===== config.mk =====
export PLATFORM = sky130hd
export DESIGN_NAME = lcd_controller_command_decoder_unit_flat
export DESIGN_NICKNAME = d
export VERILOG_FILES = /design/src/design/lcdcd_pkg.sv /design/src/design/lcdcd_in_if.sv /design/src/design/lcdcd_out_if.sv /design/src/design/lcd_controller_command_decoder_unit.sv /design/src/design/lcdcd_decode.sv /design/src/design/lcdcd_output_stage.sv /design/src/design/lcdcd_output_stage_wrap_note.sv /design/src/flat_wrapper.sv
export SDC_FILE = /design/constraint.sdc
export NUM_CORES = 1
export LEC_CHECK = 0
export BUFFER_PORTS_ARGS = -buffer_cell sky130_fd_sc_hd__buf_4
export CORE_UTILIZATION = 42
export CTS_CLUSTER_SIZE = 12
export DETAILED_ROUTE_END_ITERATION = 8
export PLACE_DENSITY = 0.69
export SLEW_MARGIN = 40
export SYNTH_ARGS = -nofsm -noshare
export SYNTH_HDL_FRONTEND = slang
export SYNTH_HIERARCHICAL = 1
export SYNTH_SLANG_ARGS = --single-unit

===== constraint.sdc =====
create_clock -name clk -period 2.15 [get_ports clk]
set_clock_uncertainty 0.1 [all_clocks]
set_input_delay 0.1075 -clock clk [delete_from_list [all_inputs] [get_ports clk]]
set_output_delay 0.1075 -clock clk [all_outputs]
set_load 0.1 [all_outputs]

===== src/design/lcdcd_pkg.sv =====
// Shared constants, types and command classification for the LCD command decoder.
package lcdcd_pkg;

  localparam int COLUMNS = 84;
  localparam int BANKS   = 6;

  localparam logic [6:0] COL_LAST  = 7'(COLUMNS - 1);
  localparam logic [2:0] BANK_LAST = 3'(BANKS - 1);
  localparam logic [7:0] COL_LIMIT = 8'(COLUMNS);
  localparam logic [5:0] BANK_LIMIT = 6'(BANKS);

  typedef enum logic [2:0] {
    CMD_NOP,
    CMD_TEMP,
    CMD_BIAS,
    CMD_FUNC,
    CMD_DISP,
    CMD_YADDR,
    CMD_XADDR,
    CMD_RSVD
  } cmd_class_t;

  typedef struct packed {
    logic       ram_write;
    logic [6:0] ram_column;
    logic [2:0] ram_bank;
    logic [7:0] ram_data;
    logic       powered_down;
    logic       vertical_mode;
    logic       extended_set;
    logic [1:0] display_mode;
    logic [1:0] temp_coeff;
    logic [2:0] bias_level;
    logic [6:0] operating_voltage;
    logic       ignored;
  } result_t;

  // Commands are classified by the highest set bit of the byte.
  function automatic cmd_class_t cmd_class(logic [7:0] b);
    cmd_class_t c;
    if (b[7]) begin
      c = CMD_XADDR;
    end else if (b[6]) begin
      c = CMD_YADDR;
    end else if (b[5]) begin
      c = CMD_FUNC;
    end else if (b[4]) begin
      c = CMD_BIAS;
    end else if (b[3]) begin
      c = CMD_DISP;
    end else if (b[2]) begin
      c = CMD_TEMP;
    end else if (b == 8'h00) begin
      c = CMD_NOP;
    end else begin
      c = CMD_RSVD;
    end
    return c;
  endfunction

endpackage


===== src/design/lcdcd_in_if.sv =====
// Input channel carrying one SPI frame per beat.
interface lcdcd_in_if;
  logic       valid;
  logic       ready;
  logic       operation;
  logic [7:0] frame_byte;

  modport source (output valid, output operation, output frame_byte, input ready);
  modport sink (input valid, input operation, input frame_byte, output ready);
endinterface


===== src/design/lcdcd_out_if.sv =====
// Output channel carrying one decode result per beat.
interface lcdcd_out_if;
  logic       valid;
  logic       ready;
  logic       ram_write;
  logic [6:0] ram_column;
  logic [2:0] ram_bank;
  logic [7:0] ram_data;
  logic       powered_down;
  logic       vertical_mode;
  logic       extended_set;
  logic [1:0] display_mode;
  logic [1:0] temp_coeff;
  logic [2:0] bias_level;
  logic [6:0] operating_voltage;
  logic       ignored;

  modport source (
    output valid, output ram_write, output ram_column, output ram_bank, output ram_data,
    output powered_down, output vertical_mode, output extended_set, output display_mode,
    output temp_coeff, output bias_level, output operating_voltage, output ignored,
    input ready
  );
  modport sink (
    input valid, input ram_write, input ram_column, input ram_bank, input ram_data,
    input powered_down, input vertical_mode, input extended_set, input display_mode,
    input temp_coeff, input bias_level, input operating_voltage, input ignored,
    output ready
  );
endinterface


===== src/design/lcd_controller_command_decoder_unit.sv =====
// Top level of the LCD controller command decoder.
// Each input beat is one SPI frame, a command byte or a display data byte, and produces
// exactly one result beat with the RAM write (if any) and the controller settings after
// that frame. A frame is registered in the input register on acceptance, then decoded and
// applied to the controller state as its result is loaded into the result register.
// One frame per clock cycle is sustained while the result sink does not stall.
// Both sides may stall freely.
module lcd_controller_command_decoder_unit (
  input  logic        clk,
  input  logic        rst,
  lcdcd_in_if.sink    cmd_in,
  lcdcd_out_if.source res_out
);
  import lcdcd_pkg::*;

  logic       s1_valid;
  logic       s1_operation;
  logic [7:0] s1_frame_byte;
  logic       s2_ready;
  logic       fire;
  result_t    dec_res;

  assign fire = s1_valid && s2_ready;

  lcdcd_input_stage u_input (
    .clk        (clk),
    .rst        (rst),
    .cmd_in     (cmd_in),
    .valid      (s1_valid),
    .take       (s2_ready),
    .operation  (s1_operation),
    .frame_byte (s1_frame_byte)
  );

  lcdcd_decode u_decode (
    .clk        (clk),
    .rst        (rst),
    .fire       (fire),
    .operation  (s1_operation),
    .frame_byte (s1_frame_byte),
    .res        (dec_res)
  );

  lcdcd_output_stage u_output (
    .clk        (clk),
    .rst        (rst),
    .load_valid (s1_valid),
    .load_ready (s2_ready),
    .load_res   (dec_res),
    .res_out    (res_out)
  );

`ifndef NO_ASSERTIONS
  a_write_not_ignored: assert property (@(posedge clk) disable iff (rst)
    res_out.valid && res_out.ram_write |-> !res_out.ignored)
    else $error("RAM write beat flagged as ignored");

  a_address_in_range: assert property (@(posedge clk) disable iff (rst)
    res_out.valid && res_out.ram_write |->
      ({1'b0, res_out.ram_column} < COL_LIMIT) && ({3'b000, res_out.ram_bank} < BANK_LIMIT))
    else $error("RAM write address out of range");

  a_command_no_address: assert property (@(posedge clk) disable iff (rst)
    res_out.valid && !res_out.ram_write |->
      (res_out.ram_column == 7'd0) && (res_out.ram_bank == 3'd0) && (res_out.ram_data == 8'd0))
    else $error("Command beat carries RAM address or data");

  a_decode_on_fire: assert property (@(posedge clk) disable iff (rst)
    fire |=> res_out.valid)
    else $error("Decoded beat did not reach the result register");
`endif

endmodule


===== src/design/lcdcd_decode.sv =====
// Controller state registers, command decode and address counter update.
module lcdcd_decode (
  input  logic              clk,
  input  logic              rst,
  input  logic              fire,
  input  logic              operation,
  input  logic [7:0]        frame_byte,
  output lcdcd_pkg::result_t res
);
  import lcdcd_pkg::*;

  logic       pd_flag, pd_flag_next;
  logic       v_flag, v_flag_next;
  logic       h_flag, h_flag_next;
  logic [1:0] disp_mode, disp_mode_next;
  logic [6:0] col_counter, col_counter_next;
  logic [2:0] bank_counter, bank_counter_next;
  logic [1:0] tc_value, tc_value_next;
  logic [2:0] bias_value, bias_value_next;
  logic [6:0] vop_value, vop_value_next;
  logic       ign;
  logic [6:0] col_inc;
  logic [2:0] bank_inc;
  logic       col_wrap, bank_wrap;

  assign col_wrap  = (col_counter == COL_LAST);
  assign bank_wrap = (bank_counter == BANK_LAST);
  assign col_inc   = col_wrap ? 7'd0 : col_counter + 7'd1;
  assign bank_inc  = bank_wrap ? 3'd0 : bank_counter + 3'd1;

  always_comb begin
    pd_flag_next      = pd_flag;
    v_flag_next       = v_flag;
    h_flag_next       = h_flag;
    disp_mode_next    = disp_mode;
    col_counter_next  = col_counter;
    bank_counter_next = bank_counter;
    tc_value_next     = tc_value;
    bias_value_next   = bias_value;
    vop_value_next    = vop_value;
    ign               = 1'b0;
    if (operation) begin
      if (v_flag) begin
        bank_counter_next = bank_inc;
        if (bank_wrap) begin
          col_counter_next = col_inc;
        end
      end else begin
        col_counter_next = col_inc;
        if (col_wrap) begin
          bank_counter_next = bank_inc;
        end
      end
    end else begin
      case (cmd_class(frame_byte))
        CMD_NOP: begin
          ign = 1'b0;
        end
        CMD_FUNC: begin
          pd_flag_next = frame_byte[2];
          v_flag_next  = frame_byte[1];
          h_flag_next  = frame_byte[0];
        end
        CMD_DISP: begin
          if (h_flag) begin
            ign = 1'b1;
          end else begin
            disp_mode_next = {frame_byte[0], frame_byte[2]};
          end
        end
        CMD_YADDR: begin
          if (h_flag || (frame_byte[5:0] >= BANK_LIMIT)) begin
            ign = 1'b1;
          end else begin
            bank_counter_next = frame_byte[2:0];
          end
        end
        CMD_XADDR: begin
          if (h_flag) begin
            vop_value_next = frame_byte[6:0];
          end else if ({1'b0, frame_byte[6:0]} >= COL_LIMIT) begin
            ign = 1'b1;
          end else begin
            col_counter_next = frame_byte[6:0];
          end
        end
        CMD_TEMP: begin
          if (!h_flag) begin
            ign = 1'b1;
          end else begin
            tc_value_next = frame_byte[1:0];
          end
        end
        CMD_BIAS: begin
          if (!h_flag) begin
            ign = 1'b1;
          end else begin
            bias_value_next = frame_byte[2:0];
          end
        end
        default: begin
          ign = 1'b1;
        end
      endcase
    end
  end

  always_comb begin
    res.ram_write         = operation;
    res.ram_column        = operation ? col_counter : 7'd0;
    res.ram_bank          = operation ? bank_counter : 3'd0;
    res.ram_data          = operation ? frame_byte : 8'd0;
    res.powered_down      = pd_flag_next;
    res.vertical_mode     = v_flag_next;
    res.extended_set      = h_flag_next;
    res.display_mode      = disp_mode_next;
    res.temp_coeff        = tc_value_next;
    res.bias_level        = bias_value_next;
    res.operating_voltage = vop_value_next;
    res.ignored           = ign;
  end

  always_ff @(posedge clk) begin
    if (rst) begin
      pd_flag      <= 1'b1;
      v_flag       <= 1'b0;
      h_flag       <= 1'b0;
      disp_mode    <= 2'd0;
      col_counter  <= 7'd0;
      bank_counter <= 3'd0;
      tc_value     <= 2'd0;
      bias_value   <= 3'd0;
      vop_value    <= 7'd0;
    end else if (fire) begin
      pd_flag      <= pd_flag_next;
      v_flag       <= v_flag_next;
      h_flag       <= h_flag_next;
      disp_mode    <= disp_mode_next;
      col_counter  <= col_counter_next;
      bank_counter <= bank_counter_next;
      tc_value     <= tc_value_next;
      bias_value   <= bias_value_next;
      vop_value    <= vop_value_next;
    end
  end

endmodule


===== src/design/lcdcd_output_stage.sv =====
// Result register holding one decoded beat until the sink takes it.
module lcdcd_output_stage (
  input  logic               clk,
  input  logic               rst,
  input  logic               load_valid,
  output logic               load_ready,
  input  lcdcd_pkg::result_t load_res,
  lcdcd_out_if.source        res_out
);
  import lcdcd_pkg::*;

  logic    valid;
  result_t res;

  assign load_ready = !valid || res_out.ready;

  always_ff @(posedge clk) begin
    if (rst) begin
      valid <= 1'b0;
    end else if (load_ready) begin
      valid <= load_valid;
    end
  end

  always_ff @(posedge clk) begin
    if (load_valid && load_ready) begin
      res <= load_res;
    end
  end

  assign res_out.valid             = valid;
  assign res_out.ram_write         = res.ram_write;
  assign res_out.ram_column        = res.ram_column;
  assign res_out.ram_bank          = res.ram_bank;
  assign res_out.ram_data          = res.ram_data;
  assign res_out.powered_down      = res.powered_down;
  assign res_out.vertical_mode     = res.vertical_mode;
  assign res_out.extended_set      = res.extended_set;
  assign res_out.display_mode      = res.display_mode;
  assign res_out.temp_coeff        = res.temp_coeff;
  assign res_out.bias_level        = res.bias_level;
  assign res_out.operating_voltage = res.operating_voltage;
  assign res_out.ignored           = res.ignored;

endmodule


===== src/design/lcdcd_output_stage_wrap_note.sv =====
// Input register capturing one SPI frame beat ahead of the decode logic.
module lcdcd_input_stage (
  input  logic        clk,
  input  logic        rst,
  lcdcd_in_if.sink    cmd_in,
  output logic        valid,
  input  logic        take,
  output logic        operation,
  output logic [7:0]  frame_byte
);
  assign cmd_in.ready = !valid || take;

  always_ff @(posedge clk) begin
    if (rst) begin
      valid <= 1'b0;
    end else if (cmd_in.ready) begin
      valid <= cmd_in.valid;
    end
  end

  always_ff @(posedge clk) begin
    if (cmd_in.valid && cmd_in.ready) begin
      operation  <= cmd_in.operation;
      frame_byte <= cmd_in.frame_byte;
    end
  end

endmodule

===== src/flat_wrapper.sv =====
// flat-port wrapper written by rule: the top's interface ports become plain ports
module lcd_controller_command_decoder_unit_flat import lcdcd_pkg::*;
  (clk, rst, cmd_in_valid, cmd_in_operation, cmd_in_frame_byte, cmd_in_ready, res_out_valid, res_out_ram_write, res_out_ram_column, res_out_ram_bank, res_out_ram_data, res_out_powered_down, res_out_vertical_mode, res_out_extended_set, res_out_display_mode, res_out_temp_coeff, res_out_bias_level, res_out_operating_voltage, res_out_ignored, res_out_ready);
  lcdcd_in_if cmd_in_i ();
  lcdcd_out_if res_out_i ();
  input  logic clk;
  input  logic rst;
  input wire logic [$bits(cmd_in_i.valid)-1:0] cmd_in_valid;
  input wire logic [$bits(cmd_in_i.operation)-1:0] cmd_in_operation;
  input wire logic [$bits(cmd_in_i.frame_byte)-1:0] cmd_in_frame_byte;
  output wire logic [$bits(cmd_in_i.ready)-1:0] cmd_in_ready;
  output wire logic [$bits(res_out_i.valid)-1:0] res_out_valid;
  output wire logic [$bits(res_out_i.ram_write)-1:0] res_out_ram_write;
  output wire logic [$bits(res_out_i.ram_column)-1:0] res_out_ram_column;
  output wire logic [$bits(res_out_i.ram_bank)-1:0] res_out_ram_bank;
  output wire logic [$bits(res_out_i.ram_data)-1:0] res_out_ram_data;
  output wire logic [$bits(res_out_i.powered_down)-1:0] res_out_powered_down;
  output wire logic [$bits(res_out_i.vertical_mode)-1:0] res_out_vertical_mode;
  output wire logic [$bits(res_out_i.extended_set)-1:0] res_out_extended_set;
  output wire logic [$bits(res_out_i.display_mode)-1:0] res_out_display_mode;
  output wire logic [$bits(res_out_i.temp_coeff)-1:0] res_out_temp_coeff;
  output wire logic [$bits(res_out_i.bias_level)-1:0] res_out_bias_level;
  output wire logic [$bits(res_out_i.operating_voltage)-1:0] res_out_operating_voltage;
  output wire logic [$bits(res_out_i.ignored)-1:0] res_out_ignored;
  input wire logic [$bits(res_out_i.ready)-1:0] res_out_ready;
  assign cmd_in_i.valid = cmd_in_valid;
  assign cmd_in_i.operation = cmd_in_operation;
  assign cmd_in_i.frame_byte = cmd_in_frame_byte;
  assign cmd_in_ready = cmd_in_i.ready;
  assign res_out_valid = res_out_i.valid;
  assign res_out_ram_write = res_out_i.ram_write;
  assign res_out_ram_column = res_out_i.ram_column;
  assign res_out_ram_bank = res_out_i.ram_bank;
  assign res_out_ram_data = res_out_i.ram_data;
  assign res_out_powered_down = res_out_i.powered_down;
  assign res_out_vertical_mode = res_out_i.vertical_mode;
  assign res_out_extended_set = res_out_i.extended_set;
  assign res_out_display_mode = res_out_i.display_mode;
  assign res_out_temp_coeff = res_out_i.temp_coeff;
  assign res_out_bias_level = res_out_i.bias_level;
  assign res_out_operating_voltage = res_out_i.operating_voltage;
  assign res_out_ignored = res_out_i.ignored;
  assign res_out_i.ready = res_out_ready;
  lcd_controller_command_decoder_unit u_core (.clk(clk), .rst(rst), .cmd_in(cmd_in_i), .res_out(res_out_i));
endmodule

==> results.md, run 1 <==
* Area Overhead vs Synth at 23.4%
* CP max stage cell: edfxtp_1
* Register area share after synthesis at 55.4%
* Reg-to-reg critical path endpoint: u_core/u_output/res_out.ignored$_DFFE_PP_
* Total Routing Usage GR at 17.7%
* Final setup margin at roughly 0.16 ns
* Post_cts resized at 0
* Area contributors post-synth: edfxtp_1 39%, dfxtp_1 16%, mux2_2 5.1%
* Final setup fails at 0
* Final wirelength at 7310 µm
* WP data arrival at 2.06 ns
* Yosys cell types at 57
* Total power at 3400 µW
* Worst slack, placed at between 0.15 and 0.2 ns
* I/O Buffers at 51
* HP Start: rst
* DIE AREA at around 8800 µm²
* Flops & latches, synth at 75
* Design area at 4370 µm²
* Crit path capture type: flip-flop
* Chip height at around 94 µm
* TritonCTS clock tree: yes
* Core box area at between 8000 and 9000 µm²
* Leading area contributor after synthesis: edfxtp_1
* Ports at 52
* EDFF count, synth at 46
* # fillers at between 700 and 800
* Post-synth net total at 321
* Worst-Margin Slew at 0.645 ns
* Pwr per Cell Area at between 700 and 800 nW/µm²
* CTS buffer count at 9
* CTS clk-pin slew, worst paths at 0.08 ns
* Placed Area at 4010 µm²
* Final Hold Fails at 0
* Clk_lat worst skew at 0.34 ns
* Rows at 33
* R2R setup slack at 0.16 ns
* H-Tree Depth at 3
* HP Class: input port to flip-flop
* Syn avg cell area at ~12 µm²
* Initial antenna violation count at 0
* Clock sink count at 75
* Cell family with most CP delay: flip-flops
* Worst path required time at 2.22 ns
* Peak VDD IR at 0.000331 V
* Period minus WS final at 1.99 ns
* CP Cell Sequence: or2_2 > o311ai_0 > mux2i_1 > o32ai_1
* Die width at 93.8 µm
* Post-synthesis instance total at 307
* Netlist Area Pre-Place at ~3500 µm²
* FF-to-FF Start: u_core/u_input/frame_byte[6]$_DFFE_PP_
* Buf/Inv on CP at 0
* Synth warn at 6
* Max_cap viols at 0
* DRT Pass-1 Iters at 5
* Dpl hpwl at 4840 µm
* CTS hold repair buffers at 11
* Worst Path Max Fanout at 15
* Post-route ant nets at 0
* Routability cong. at 0.869
* Largest net degree at the start of global routing at 38
* Status: completed
* Global-route wire length before repair at 11,800 µm
* Fin crit share at 92.4%
* Iteration-0 DRC Markers at 189
* Final net count at 382
* Top FF cell, synth: edfxtp_1
* Synth async-reset ratio at 0%
* WL per Instance at between 15 and 20 µm
* DR DRC count at 0
* Post-CTS Setup Inserts at 0
* Reg2Reg Depth at 4
* Via count at 2,551
* Hold EP: u_core/u_output/res_out.valid$_SDFFE_PP0P_
* RSZ-0062 raised after global routing: false
* Lkg Pwr at ~0.0017 µW
* Fmax achieved at 503 MHz
* Via density at 5.34
* ANT cells at 0
* Post-synth top area share at 39.0%
* Hold Path Cell Cnt at 2
* Critical path type: flip-flop to flip-flop
* Critical path launch point type: flip-flop
* Pins Over Slew Limit at 0
* Vias in the first global route at about 2,300
* CTS root buffer: clkbuf_8
* Setup_tns at 0 ns
* Bufs on Longest Clock Path at 2
* Max_slew headroom at 57.0%
* Share of cells above drive strength 1 at 31.9%
* Starting density of the core at 43.3%
* Total grt overflow at 0
* CP peak stage delay at 0.67 ns
==> metal layers <==
metal / part of all wire (%) / routed length, µm / track usage [%]
met1: 46 / 3330 / 23.8
met2: 47 / 3450 / 28.0
met3: 5.4 / 396 / 2.75
met4: 1.8 / 129 / 8.33
met5: 0 / 0 / 0
==> how the worst max path moves through the flow <==
stage,start,end,slack [ns],cells past startpoint
floorplan,u_core/u_output/res_out.valid$_SDFFE_PP0P_,u_core/u_decode/pd_flag$_SDFFE_PP1P_,0.06,5
global placement,u_core/u_input/operation$_DFFE_PP_,u_core/u_decode/col_counter[5]$_SDFFE_PP0P_,0.24,5
detailed placement,u_core/u_input/frame_byte[6]$_DFFE_PP_,u_core/u_output/res_out.ignored$_DFFE_PP_,0.18,5
CTS,u_core/u_input/frame_byte[6]$_DFFE_PP_,u_core/u_output/res_out.ignored$_DFFE_PP_,0.17,5
global route,u_core/u_input/frame_byte[6]$_DFFE_PP_,u_core/u_output/res_out.ignored$_DFFE_PP_,0.03,5
finish,u_core/u_input/frame_byte[6]$_DFFE_PP_,u_core/u_output/res_out.ignored$_DFFE_PP_,0.16,4
==> final cells by class <==
type                    count  area, µm²  area share (%)
clock inverters             5       82.6            1.89
flip-flops and latches     75       1960            44.9
multi-input cells         197       1400            32.0
repair buffers             75        591            13.5
inverters                  10       37.5           0.860
clock buffers              11        163            3.73
well taps                 105        131            3.01
==> through the flow <==
stage                     instances  util, %  hold slack (ns)
final                           478     53.4           0.0750
after detailed placement        451     49.1            0.187
after global placement          451     49.1            0.188
after global routing            478     53.4           0.0838
after CTS                       478     53.4           0.0676
after floorplan                 307        -           0.0699
==> kinds of logic after synthesis <==
kind of cell	after synthesis	synth area share, %
fa+ha+maj	1	0.354
buf+inv	35	5.02
compound gates	57	14.0
simple gates	115	17.9
mux	24	7.36
flops	75	55.4
==> cells in the final DEF, fill, tap and decap left out, drive strengths merged, types with 4 or more instances in the layout <==
master,instances
mux2i,8
a311oi,4
a21oi,19
nand2,25
dlygate4sd3,11
o21ai,4
clkbuf,11
edfxtp,46
a211oi,6
nand2b,8
clkinv,4
mux2,16
o32ai,5
nand3,11
dfxtp,29
nand4,4
nor2b,5
nor3,9
and2,17
buf,64
inv,9
nor2,22
==> sequential cells by signal, summed over array words and instances, names as in the netlist, 7 cells and up <==
name	cells
u_core/u_decode/col_counter	7
u_core/u_output/res_out.ram_column	7
u_core/u_output/res_out.ram_data	8
u_core/u_output/res_out.operating_voltage	7
u_core/u_input/frame_byte	8
u_core/u_decode/vop_value	7
==> worst register-to-register path: cells and delay by family (launching register included) <==
kind	cells	cell delay, ns
muxes	1	0.15
and+or+nand+nor	1	0.43
AOI/OAI and AO/OA	2	0.47
DFF	1	0.67
==> synthesized netlist by cell type, types with 7 or more instances <==
master and number:
edfxtp_1 46, dfxtp_1 29, nand2_1 25, nor2_1 22, a21oi_1 17, mux2_2 16
and2_1 15, nand3_1 11, clkbuf_1 10, inv_1 9, mux2i_1 8, nor3_1 8
buf_2 7
==> report_power, final <==
part           total [µW]  internal [µW]  switching [µW]
Combinational         500            138             362
Sequential           1630           1580            51.2
Clock                1270            758             511
Total                3400           2470             924
Power figures use the tool's default switching activity.
==> inputs of run 2 (changes only) <==
--- a/config.mk
+++ b/config.mk
@@ -5,6 +5,7 @@
 export SDC_FILE = /design/constraint.sdc
 export NUM_CORES = 1
 export LEC_CHECK = 0
+export ABC_AREA = 1
 export BUFFER_PORTS_ARGS = -buffer_cell sky130_fd_sc_hd__buf_4
 export CORE_UTILIZATION = 42
 export CTS_CLUSTER_SIZE = 12
==> results.md, run 2 <==
* Total Routing Usage GR at 19.1%
* ANT cells at 0
* Core box area at 7890 µm²
* Routability cong. at 0.879
* Syn avg cell area at 8.79 µm²
* Worst-Margin Slew at around 0.55 ns
* CTS root buffer: clkbuf_8
* Die width at 93.3 µm
* Post-placement cell count at 547
* Rows at 32
* Final wirelength at 7520 µm
* Clk_lat worst skew at 0.35 ns
* Fmax achieved at 492 MHz
* Largest net degree at the start of global routing at 38
* Post-route ant nets at 0
* Netlist Area Pre-Place at approximately 3500 µm²
* Chip height at 93.3 µm
* Status: completed
* Vias in the first global route at 2,746
* Ports at 52
* DIE AREA at 8700 µm²
* Post-synthesis instance total at 398
* Flops & latches, synth at 75
* Register area share after synthesis at 56.1%
* Critical path type: flip-flop to flip-flop
* Leading area contributor after synthesis: edfxtp_1
* Top FF cell, synth: edfxtp_1
* WL per Instance at 13.0 µm
* DR DRC count at 0
* CTS buffer count at 9
* EDFF count, synth at 46
* Synth async-reset ratio at 0%
* Peak VDD IR at 0.000412 V
* Via density at 5.02
* Final net count at 483
* Yosys cell types at 35
* Fin cells at 576
* Via count at 2,890
* Top post-synthesis cells by count: 85 x nand2_1, 60 x inv_1, 46 x edfxtp_1
* HP Class: input port to flip-flop
* Max_slew headroom at 63.0%
* Dpl hpwl at 5080 µm
* Total grt overflow at 0
* I/O Buffers at 51
* Post-synth top area share at 39.5%
* WP data arrival at 2.17 ns
* Fin crit share at 94.5%
* Critical path launch point type: flip-flop
* Final Core Density at 55.3%
* Final Hold Fails at 0
* Final setup fails at 0
* Synth warn at 6
* Share of cells above drive strength 1 at between 20% and 30%
* Worst Path Max Fanout at 6
* Most frequent cells in the layout: 85 x nand2_1, 65 x buf_4, 60 x inv_1, 46 x edfxtp_1
* CTS clk-pin slew, worst paths at 0.08 ns
* Commonest non-fill, non-tap cell in the layout: nand2_1
* Area contributors post-synth: edfxtp_1 39%, dfxtp_1 17%, nand2_1 9.1%
* Initial antenna violation count at 0
* Bufs on Longest Clock Path at 2
* Worst path required time at 2.29 ns
* Most frequent cell after synthesis: nand2_1
* Pins Over Slew Limit at 0
* Lkg Pwr at 0.00199 µW
* Starting density of the core at 44.4%
* Clock sink count at 75
* Period minus WS final at between 2 and 2.5 ns
* H-Tree Depth at 3
* Area Overhead vs Synth at 24.5%
* Max_cap viols at 0
* Iteration-0 DRC Markers at 206
* Global-route wire length before repair at roughly 13,000 µm
* Pwr per Cell Area at 772 nW/µm²
* TritonCTS clock tree: yes
* Crit path capture type: flip-flop
* Post-synth net total at 412
* DRT Pass-1 Iters at 4
==> run 2: per-stage QoR <==
step	setup WS, ns	hold slack (ns)	power (µW)	TNS [ns]	cell area [µm²]
2_1_floorplan	0.0381	0.0699	2160	0	3510
6_report	0.119	0.0143	3360	0	4360
5_1_grt	-0.00681	0.0457	3490	-0.00965	4360
3_3_place_gp	0.191	0.187	2300	0	4040
4_1_cts	0.157	0.0114	3380	0	4340
3_5_place_dp	0.174	0.187	2310	0	4040
==> run 2: logic make-up after synthesis <==
group / after synthesis / synth area share (%)
flip-flops: 75 / 56.1
AO/OA/AOI/OAI: 61 / 9.83
adder cells (fa/ha/maj): 1 / 0.357
buffers and inverters: 83 / 9.76
AND/OR/NAND/NOR: 175 / 23.2
XOR/XNOR: 3 / 0.751
==> run 2: where the power goes <==
part	leakage (µW)	internal, µW	switching [µW]
registers	0.000683	1610	50.9
logic	0.00121	169	464
clock network	0.0000971	555	512
total	0.00199	2340	1030
==> run 2: worst paths after layout <==
check,from,endpoint,slack (ns),cells past startpoint
setup / recovery,u_core/u_input/frame_byte[4]$_DFFE_PP_,u_core/u_decode/bank_counter[0]$_SDFFE_PP0P_,0.12,12
hold / removal,rst,u_core/u_decode/bank_counter[0]$_SDFFE_PP0P_,0.01,2
setup reg to reg,u_core/u_input/frame_byte[4]$_DFFE_PP_,u_core/u_decode/bank_counter[0]$_SDFFE_PP0P_,0.12,12
hold reg to reg,u_core/u_decode/pd_flag$_SDFFE_PP1P_,u_core/u_decode/pd_flag$_SDFFE_PP1P_,0.39,2
==> run 2: layout make-up <==
| cell class | instances | area (µm²) |
|---|---|---|
| repair buffers | 77 | 618 |
| multi-input cells | 240 | 1210 |
| flip-flops and latches | 75 | 1960 |
| well taps | 102 | 128 |
| inverters | 66 | 250 |
| fillers | 723 | 3530 |
| clock buffers | 10 | 138 |
| clock inverters | 6 | 55.1 |
==> run 2: layer usage <==
layer  part of all wire (%)  global-route usage [%]  up-vias
met2                     48                    32.5      103
met5                      0                       0        -
met4                    1.4                    6.67        0
met3                    6.4                    4.23        9
met1                     44                    23.7     1341
li1                       -                       -     1437
==> run 2: repair_timing <==
action                                  in CTS  in global routing
endpoints found under the hold margin       11                  0
endpoints found under the setup margin       0                  4
gates resized for setup                      0                  1
hold buffers                                11                  0
buffers inserted                             0                  2
==> run 2: critical path, stage by stage (launching register included) <==
cell and delay (ns):
edfxtp_1 0.52, nor2_4 0.22, nand2_2 0.09, nor2_2 0.14
nor2_1 0.08, nor2_2 0.13, nand2_2 0.10, nor2_2 0.10
nand2_1 0.08, nand2_2 0.13, nand2_1 0.09, nand2_1 0.10
a21oi_2 0.05
